### config.mk
export PLATFORM = sky130hd
export DESIGN_NAME = bsde_cell
export DESIGN_NICKNAME = d
export VERILOG_FILES = /design/src/design/bsde_pkg.sv /design/src/design/bsde_cell.sv
export SDC_FILE = /design/constraint.sdc
export NUM_CORES = 1
export LEC_CHECK = 0
export BUFFER_PORTS_ARGS = -buffer_cell sky130_fd_sc_hd__buf_2
export CAP_MARGIN = 20
export CORE_MARGIN = 1
export CORE_UTILIZATION = 40
export DETAILED_ROUTE_END_ITERATION = 7
export PLACE_DENSITY = 0.84
export RECOVER_POWER = 100
export SYNTH_ARGS = -nofsm -noshare
export SYNTH_HDL_FRONTEND = slang
export SYNTH_SLANG_ARGS = --single-unit
### constraint.sdc
create_clock -name clock -period 0.8 [get_ports clock]
set_clock_uncertainty 0.05 [all_clocks]
set_input_delay 0.08 -clock clock [delete_from_list [all_inputs] [get_ports clock]]
set_output_delay 0.08 -clock clock [all_outputs]
set_load 0.03 [all_outputs]
### src/design/bsde_pkg.sv
`timescale 1ns / 1ps
`default_nettype none
// ----------------------------------------------------------------------------
// bsde_pkg
// Shared constants, types and codes of the B-spline de Boor evaluator.
// ----------------------------------------------------------------------------
package bsde_pkg;

   localparam int MAX_KNOTS  = 64;
   localparam int MAX_ORDER  = 8;
   localparam int VALUE_BITS = 32;

   localparam int KNOT_AW = $clog2(MAX_KNOTS);
   localparam int CNT_W   = KNOT_AW + 1;
   localparam int ORD_W   = $clog2(MAX_ORDER + 1);
   localparam int SLOT_W  = $clog2(MAX_ORDER);
   localparam int PIDX_W  = $clog2(2 * MAX_ORDER);
   localparam int FETCH_LEN = 2 * MAX_ORDER;

   // x carries one extra bit for the edge nudges; spans and sums grow from it.
   localparam int X_W   = VALUE_BITS + 1;
   localparam int DL_W  = VALUE_BITS + 2;
   localparam int DEN_W = VALUE_BITS + 3;
   localparam int OPA_W = VALUE_BITS + 1;
   localparam int NUM_W = OPA_W + DEN_W;
   localparam int REM_W = DEN_W + 1;
   localparam int DIV_STEPS = NUM_W / 2;
   localparam int DIV_CW = $clog2(DIV_STEPS);

   localparam logic [VALUE_BITS-1:0] ONE_Q16 = VALUE_BITS'(65536);

   localparam logic [1:0] ACT_WRITE_KNOT  = 2'd0;
   localparam logic [1:0] ACT_WRITE_COEF  = 2'd1;
   localparam logic [1:0] ACT_EVAL_SPLINE = 2'd2;
   localparam logic [1:0] ACT_EVAL_BASIS  = 2'd3;

   localparam logic REG_DEGREE = 1'b0;
   localparam logic REG_NUM    = 1'b1;

   typedef enum logic [3:0] {
      S_IDLE,
      S_EDGE,
      S_CHECK,
      S_SCAN,
      S_FETCH,
      S_MUL1,
      S_MUL2,
      S_DSTART,
      S_DWAIT,
      S_ROT,
      S_DONE
   } state_type;

   typedef struct packed {
      logic shift_aj;
      logic shift_dr;
   } cell_ctl_type;

   typedef struct packed {
      logic                  done;
      logic                  sat;
      logic [VALUE_BITS-1:0] quo;
   } div_res_type;

endpackage
`default_nettype wire

### src/design/bsde_cell.sv
`timescale 1ns / 1ps
`default_nettype none
// ----------------------------------------------------------------------------
// bsde_cell
// One cell of the coefficient chain: holds one blend coefficient and one
// right-hand knot span, each shifted in from the neighboring cell.
// ----------------------------------------------------------------------------
module bsde_cell
   import bsde_pkg::*;
(
   input  wire logic                  clock,
   input  wire cell_ctl_type          ctl,
   input  wire logic [VALUE_BITS-1:0] aj_next,
   input  wire logic [DL_W-1:0]       dr_next,
   output logic [VALUE_BITS-1:0]      aj_q,
   output logic [DL_W-1:0]            dr_q
);

   logic [VALUE_BITS-1:0] aj_ff;
   logic [VALUE_BITS-1:0] aj_in;
   logic [DL_W-1:0]       dr_ff;
   logic [DL_W-1:0]       dr_in;

   assign aj_in = ctl.shift_aj ? aj_next : aj_ff;
   assign dr_in = ctl.shift_dr ? dr_next : dr_ff;

   always_ff @(posedge clock) begin
      aj_ff <= aj_in;
      dr_ff <= dr_in;
   end

   assign aj_q = aj_ff;
   assign dr_q = dr_ff;

endmodule
`default_nettype wire

==> results.md <==
* CTS tree: done
* Worst path cell trace: buf_6
* Final hold vios at 0
* All-Layer GR Usage at 24.05%
* M1 wire length at 1.816 mm
* Fmax at 0.9564 GHz
* Area delta synth->final at 100.7%
* Iteration-0 DRC Markers at 106
* First-pass GRT wire length at between 8 and 9 mm
* Post-synthesis cell type count at 1
* Final Power at between 8000 and 9000 uW
* Syn Inst Count at 66
* Port Buffers at 134
* Initial antenna violation count at 0
* Worst vdd ir at 1.460 mV
* Routed WL at between 5 and 6 mm
* Max layer used: met4
* Post-Syn Area per Cell at roughly 30 um2
* Met2 wire len at 3.659 mm
* Pre-Repair DR Iteration Count at 4
* Placed cell area at 0.002799 mm2
* Synth Register Bits at between 60 and 70
* Post-synth EDFFs at 66
* Vias per cell at roughly 4.3
* Required time worst endpoint at roughly 0.67 ns
* Synth top cells by count: edfxtp_1 (66)
* Crit path largest cell delay at between 0.4 and 0.5 ns
* Share of cells above drive strength 1 at 50.00%
* Total grt overflow at 0
* Top post-synthesis cells by area: edfxtp_1 (100%)
* Die Area at roughly 0.0052 mm2
* Slew headroom at 68.15%
* Most instantiated library cell after synthesis: edfxtp_1
* Clk buf depth at 2
* Design Area, Final at 0.003978 mm2
* Max Cap Violations at 0
* WS Path Type: reg -> out
* Outcome: finished, violations left
* Clock root buffer: clkbuf_8
* Die height at 72.39 um
* Seq/Total Area, Yosys at 100.0%
* CTS clk-pin slew, worst paths at about 0.070 ns
* DRC Markers at 0
* Minimum clock period after layout at 1.046 ns
* Async set or reset register ratio after synthesis at 0%
* Hold WC Path Type: in -> reg
* Crit Path Max Fanout at 1
* WL/cell at around 17 um
* Total CTS buffers at 9
* Number of diodes at 0
* Nets at 351
* Number of global-route vias before repair at 1647
* Fin worst setup slack at -0.2456 ns
* Via total after detailed routing at 1518
* DRT antenna net count at 0
* Worst Path Arrival at 0.92 ns
* Placeable Area at 0.004755 mm2
* Die width at 72.39 um
* Critical path depth at 1
* RSZ-0062 raised after global routing: true
* Buf/Inv on CP at 1
* Post-CTS setup buffer count at 0
* Synth top area share at 100.0%
* Setup crit end kind: primary output
* Static leakage at 0.001668 uW
* CP delay by family, top: flip-flops
* Hold Crit Depth at 2
* Cell area after synthesis at 0.001982 mm2
* Endpoints failing setup at 66
* Measured slew at the worst slew-check pin at about 0.48 ns
* Mapped Nets at 135
* Failing checks: setup timing
* Metal3 WL at 237 um
* Critical Path Source Type: flop
* Syn. warnings at 0
* Critical-path cell with the highest stage delay: edfxtp_1
* Max Transition Viols Final at 0
* Multi-input gate count at 0
* Largest net degree at the start of global routing at 28
* Initial Util at 41.68%
* Top FF cell, synth: edfxtp_1
* Fill cells at ~270
* Row count at 25
* P per Cell Area at approximately 2000 mW/mm2
* GP Congestion at between 0.7 and 0.8
* Area of the multi-input gates at 0 um2
* Leading area contributor after synthesis: edfxtp_1
* H-Tree Depth at 3
* Final Cycle Share at 130.7%
* I/O Pins at 135
* CTS Sinks at between 60 and 70
per-layer routing:
metal / GRT usage [%] / vias to the layer above
li1: - / 698
met1: 21.66 / 732
met2: 46.11 / 63
met3: 5.694 / 25
met4: 17.21 / 0
met5: 0 / -
kinds of logic (layout without fill, tap and decap cells):
logic type / after synthesis / count (layout) / synth area share [%]
flip-flops: 66 / 66 / 100.0
buffers and inverters: 0 / 220 / 0
flip-flops by register name, indices dropped and copies added (netlist names):
| name | flops |
|---|---|
| dr_q | 34 |
| aj_q | 32 |
metrics by stage:
step | hold WS [ns] | utilization (%) | setup TNS, ns | worst slack [ns] | cells
floorplan | 0.1289 | - | 0 | 0.1744 | 66
global placement | 0.2071 | 58.87 | 0 | 0.06809 | 272
detailed placement | 0.2081 | 58.87 | 0 | 0.05398 | 272
CTS | 0.1012 | 84.61 | -13.39 | -0.2434 | 353
global route | 0.1952 | 83.66 | -15.81 | -0.2748 | 353
finish | 0.1845 | 83.66 | -13.26 | -0.2456 | 353
worst paths after layout:
path / from / to / slack (ns)
worst max-delay path: dr_q[32]$_DFFE_PP_ / dr_q[32] / -0.25
worst min-delay path: ctl[0] / dr_q[6]$_DFFE_PP_ / 0.18
where the power goes:
part           internal, uW  switching [uW]
combinational           805             823
sequential             4120             140
clock                  1070            1160
total                  5990            2120
layout by cell type (no fill, tap or decap):
master         Yosys  layout
buf_2              0      63
buf_6              0      66
clkbuf_1           0       9
clkbuf_2           0       1
clkbuf_4           0       1
clkbuf_8           0       9
clkinv_1           0       2
clkinv_2           0       3
dlygate4sd3_1      0      66
edfxtp_1          66      66
repair_timing:
action,4_1_cts,5_1_grt
hold buffers,66,0
setup endpoints to repair,66,66
endpoints found under the hold margin,66,0
resized for setup,132,0
area by class of cell:
class	count	area (um2)	share of cell area (%)
clock inverters	5	22.52	0.5662
clock buffers	10	127.6	3.209
flip-flops and latches	66	1982	49.83
repair buffers	205	1762	44.29
well taps	67	83.83	2.108
Note: power is estimated with default switching activity, not from simulation.
