<file path="src/design/bsde_pkg.sv">
`timescale 1ns / 1ps
`default_nettype none
// ----------------------------------------------------------------------------
// bsde_pkg
// Shared constants, types and codes of the B-spline de Boor evaluator.
// ----------------------------------------------------------------------------
package bsde_pkg;

   localparam int MAX_KNOTS  = 64;
   localparam int MAX_ORDER  = 8;
   localparam int VALUE_BITS = 32;

   localparam int KNOT_AW = $clog2(MAX_KNOTS);
   localparam int CNT_W   = KNOT_AW + 1;
   localparam int ORD_W   = $clog2(MAX_ORDER + 1);
   localparam int SLOT_W  = $clog2(MAX_ORDER);
   localparam int PIDX_W  = $clog2(2 * MAX_ORDER);
   localparam int FETCH_LEN = 2 * MAX_ORDER;

   // x carries one extra bit for the edge nudges; spans and sums grow from it.
   localparam int X_W   = VALUE_BITS + 1;
   localparam int DL_W  = VALUE_BITS + 2;
   localparam int DEN_W = VALUE_BITS + 3;
   localparam int OPA_W = VALUE_BITS + 1;
   localparam int NUM_W = OPA_W + DEN_W;
   localparam int REM_W = DEN_W + 1;
   localparam int DIV_STEPS = NUM_W / 2;
   localparam int DIV_CW = $clog2(DIV_STEPS);

   localparam logic [VALUE_BITS-1:0] ONE_Q16 = VALUE_BITS'(65536);

   localparam logic [1:0] ACT_WRITE_KNOT  = 2'd0;
   localparam logic [1:0] ACT_WRITE_COEF  = 2'd1;
   localparam logic [1:0] ACT_EVAL_SPLINE = 2'd2;
   localparam logic [1:0] ACT_EVAL_BASIS  = 2'd3;

   localparam logic REG_DEGREE = 1'b0;
   localparam logic REG_NUM    = 1'b1;

   typedef enum logic [3:0] {
      S_IDLE,
      S_EDGE,
      S_CHECK,
      S_SCAN,
      S_FETCH,
      S_MUL1,
      S_MUL2,
      S_DSTART,
      S_DWAIT,
      S_ROT,
      S_DONE
   } state_type;

   typedef struct packed {
      logic shift_aj;
      logic shift_dr;
   } cell_ctl_type;

   typedef struct packed {
      logic                  done;
      logic                  sat;
      logic [VALUE_BITS-1:0] quo;
   } div_res_type;

endpackage
`default_nettype wire

</file>
<file path="src/design/bsde_divider.sv">
`timescale 1ns / 1ps
`default_nettype none
// ----------------------------------------------------------------------------
// bsde_divider
// Signed restoring divider, two quotient bits a cycle, truncating toward
// zero and saturating the quotient to the value range.
// ----------------------------------------------------------------------------
module bsde_divider
   import bsde_pkg::*;
(
   input  wire logic                    clock,
   input  wire logic                    reset,
   input  wire logic                    start,
   input  wire logic signed [NUM_W-1:0] num,
   input  wire logic signed [DEN_W-1:0] den,
   output div_res_type                  res
);

   logic              busy_ff, busy_in;
   logic [DIV_CW-1:0] cnt_ff, cnt_in;
   logic [NUM_W-1:0]  work_ff, work_in;
   logic [REM_W-1:0]  rem_ff, rem_in;
   logic [DEN_W-1:0]  ud_ff;
   logic              neg_ff;
   div_res_type       res_ff, res_in;

   logic [NUM_W-1:0]      lim;
   logic [NUM_W-1:0]      qmag;
   logic [VALUE_BITS-1:0] q32;
   logic                  last;

   always_comb begin
      logic [REM_W-1:0] r;
      logic [NUM_W-1:0] w;
      r = rem_ff;
      w = work_ff;
      for (int s = 0; s < 2; s++) begin
         r = {r[REM_W-2:0], w[NUM_W-1]};
         w = {w[NUM_W-2:0], 1'b0};
         if (r >= {1'b0, ud_ff}) begin
            r = r - {1'b0, ud_ff};
            w[0] = 1'b1;
         end
      end
      rem_in  = r;
      work_in = w;
   end

   assign last = busy_ff && (cnt_ff == DIV_CW'(DIV_STEPS - 1));
   assign busy_in = start ? 1'b1 : (last ? 1'b0 : busy_ff);
   assign cnt_in  = start ? '0 : cnt_ff + 1'b1;

   assign lim  = neg_ff ? (NUM_W'(1) << (VALUE_BITS - 1))
                        : ((NUM_W'(1) << (VALUE_BITS - 1)) - NUM_W'(1));
   assign qmag = (work_in > lim) ? lim : work_in;
   assign q32  = qmag[VALUE_BITS-1:0];

   always_comb begin
      res_in.done = last;
      res_in.sat  = work_in > lim;
      res_in.quo  = neg_ff ? (~q32 + 1'b1) : q32;
   end

   always_ff @(posedge clock) begin
      if (reset) begin
         busy_ff     <= 1'b0;
         res_ff.done <= 1'b0;
      end else begin
         busy_ff     <= busy_in;
         res_ff.done <= res_in.done;
      end
      cnt_ff <= cnt_in;
      if (start) begin
         work_ff <= num[NUM_W-1] ? NUM_W'(-num) : NUM_W'(num);
         ud_ff   <= den[DEN_W-1] ? DEN_W'(-den) : DEN_W'(den);
         rem_ff  <= '0;
         neg_ff  <= num[NUM_W-1] ^ den[DEN_W-1];
      end else if (busy_ff) begin
         work_ff <= work_in;
         rem_ff  <= rem_in;
      end
      if (last) begin
         res_ff.sat <= res_in.sat;
         res_ff.quo <= res_in.quo;
      end
   end

   assign res = res_ff;

endmodule
`default_nettype wire

</file>
<file path="config.mk">
export PLATFORM = sky130hd
export DESIGN_NAME = bsde_divider
export DESIGN_NICKNAME = d
export VERILOG_FILES = /design/src/design/bsde_pkg.sv /design/src/design/bsde_divider.sv
export SDC_FILE = /design/constraint.sdc
export NUM_CORES = 1
export LEC_CHECK = 0
export ABC_AREA = 1
export BUFFER_PORTS_ARGS = -buffer_cell sky130_fd_sc_hd__buf_2
export CAP_MARGIN = 20
export CORE_MARGIN = 5
export CORE_UTILIZATION = 26
export DETAILED_ROUTE_END_ITERATION = 8
export HOLD_SLACK_MARGIN = 0.15
export PLACE_DENSITY_LB_ADDON = 0.12
export SLEW_MARGIN = 10
export SYNTH_ARGS = -nofsm -noshare
export SYNTH_HDL_FRONTEND = slang
export SYNTH_SLANG_ARGS = --single-unit
</file>
<file path="constraint.sdc">
create_clock -name clock -period 7.1 [get_ports clock]
set_clock_uncertainty 0.15 [all_clocks]
set_input_delay 0.71 -clock clock [delete_from_list [all_inputs] [get_ports clock]]
set_output_delay 0.71 -clock clock [all_outputs]
set_load 0.005 [all_outputs]
</file>
==> run metrics <==
Sequential Power Share 22.3%; f_max 149 MHz; Min-Delay Path Class primary input to register; #FFs+latches synth 180; status completed; setup slack, reg-to-reg 0.40 ns; Starting Density 26.3%; CP endpoint kind register; Total Routing Usage GR 17.3%; HPWL Detailed 48.3 mm; layout filler cell count 6812; clk root buf clkbuf_16; Post-synth ARST share 0%; DR vias 16105; Setup WS pre-CTS 0.0840 ns; DR WL/cell 17.6 um; Slowest-stage cell, CP edfxtp_1; final worst path period share 94.3%; grt met3 use 3.50%; die area 67700 um^2; Hold Crit Start reset; synth warn 0; GRT busiest layer met2; CP Launch Point work_ff[67]; met2 Use GR 25.8%; core area 61800 um^2; Max VDD drop 254 uV; finished layout cell area 19300 um^2; Routed Antenna Nets 0; Gate Count Post-Synth 2353; RePlAce Congestion 0.885; Critical Path Fanout Max 20; hold path endpoint res[33]; final worst slack 0.403 ns; internal power 3.16 mW; Syn Std Cell Area 16300 um^2; r2r startpoint work_ff[67]; hold_buf cts 0; worst reg-to-reg path cell count 47; Synth Net Count 2568; largest net degree at the start of global routing 113; GR Layer Usage met1 25.4%; post-synthesis average cell area 6.92 um^2; CP startpoint kind register; first-pass GRT wire length 91.2 mm; H-tree depth 4; Crit Path Class register to register; vias in the first global route 15636; r2r endpoint res[18]; remaining global-route overflow 0; Pins Over Slew Limit 0; Ports 140; TritonCTS clock tree done; CP max stage delay 0.42 ns; Arrival @ worst endpoint 6.80 ns; Final Hold Fails 0; final net count 2735; Slew @ Worst Pin 1.02 ns; layout cells sized above 1 14.7%; Netlist cell types 61; drt pass-1 iters 5; Pleak 8.79 nW; layout overhead on the synthesized area 18.4%; initial antenna violation count 6; commonest non-fill, non-tap cell in the layout nand2_1; clk slew on worst S/H paths 0.09 ns; maxcap violations 0; Setup Viol. Count Final 0; pwr dens 330 nW/um^2; crit-path most repeated cell nand2_1; Skew-Pair Late Insertion Delay 0.51 ns; Die W 260 um; CTS max path bufs 2; Worst Path Buf+Inv 8; Placed Area 18200 um^2; Max-slew headroom 32.2%; number of core rows 91; total placed cells including tap cells 3331; DR vias/cell 4.78; switching share of power 50.3%; post-synthesis sequential area ratio 30.6%; IO buf count 139; Psw 3.20 mW; CTS buffer count 17; DRC violations left 0; DR iter-0 viols 1090; TritonCTS Sinks 180; die height 260 um; most frequent cells in the layout 593 x nand2_1, 295 x inv_1, 259 x nor2_1; post-route total power 6.36 mW; setup tns final 0 ns; Post-synth EDFFs 137; Final Instance Count excl. Fillers 3372; WP data required 7.21 ns; ys flop type edfxtp_1; combinational power share 62.0%; Hold WS 0.223 ns; Tmin final 6.70 ns; Crit path max-delay family simple AND/OR/NAND/NOR gates; Final Util 31.2%; Clock Power Share 15.7%; WHS Path Cells 2; final WL 59.4 mm
-- area by class of cell --
| class | count | area (um^2) | area share, % |
|---|---|---|---|
| Sequential cell | 180 | 4970 | 25.8 |
| Timing Repair Buffer | 206 | 1240 | 6.44 |
| Antenna cell | 2 | 5.00 | 0.0260 |
| Tap cell | 837 | 1050 | 5.44 |
| Clock buffer | 17 | 425 | 2.21 |
| Inverter | 306 | 1150 | 5.98 |
| Clock inverter | 15 | 163 | 0.844 |
| Multi-Input combinational cell | 1809 | 10300 | 53.2 |
-- cells by family after synthesis --
kind of cell	synth area share, %
adder cells (fa/ha/maj)	8.47
multiplexers	0.623
AO/OA/AOI/OAI	14.5
flip-flops	30.6
AND/OR/NAND/NOR	29.3
buffers and inverters	8.86
XOR/XNOR	7.75
-- repair_timing --
item / CTS / global route
buffers inserted: 0 / 6
resized for setup: 0 / 105
setup endpoints to repair: 0 / 31
-- state kept, by name, indices dropped and copies added (netlist names) --
register	count
work_ff	68
rem_ff	35
ud_ff	35
res	34
cnt_ff	6
busy_ff	1
neg_ff	1
-- worst reg2reg max path, delay by kind of cell, from the launching register on --
family,cells,cell delay (ns)
compound gates,4,0.45
flops,1,0.42
fa+ha+maj,5,1.40
buf+inv,8,0.81
simple gates,30,3.22
-- layer usage --
layer,vias to the layer above,wire [um],share of wire [%]
li1,8127,-,-
met2,392,25300,43
met1,7522,29900,50
met3,58,3380,5.7
met4,6,860,1.4
met5,-,47,0.079
-- power groups by stage --
stage	logic, mW	registers, mW	clock network (mW)
5_1_grt	4.36	1.43	1.07
6_report	3.94	1.42	0.996
4_1_cts	3.66	1.41	1.04
3_5_place_dp	3.64	1.43	0
2_1_floorplan	2.57	1.39	0
3_3_place_gp	3.68	1.43	0
-- worst max path at each step --
stage / end / cells past startpoint
after CTS: res[26] / 50
after global placement: res[28] / 45
after global routing: res[22] / 46
final: res[18] / 47
after detailed placement: res[26] / 50
after floorplan: res[20] / 52
-- synth_stat cells (6+ instances only) --
cell type  number  area [um^2]
a21o_1         14          105
a21oi_1       118          591
a31oi_1        22          138
a32o_1         13          130
buf_2           9         45.0
buf_6           6         67.6
clkbuf_1       35          131
dfxtp_1        43          861
edfxtp_1      137         4110
ha_1          107         1340
inv_1         297         1110
inv_2           8         30.0
mux2i_1         9         90.1
nand2_1       603         2260
nand2_2        14         87.6
nand3_1       106          531
nand4_1        27          169
nor2_1        281         1050
nor2_2         14         87.6
nor3_1         28          140
nor4_1         24          150
o211ai_1        8         60.1
o21ai_0       167          836
o21ai_1        23          115
o21bai_1       13         97.6
o31ai_1         8         60.1
or2_2           9         56.3
xnor2_1        53          464
xor2_1         91          797
Note: power is estimated with default switching activity, not from simulation.
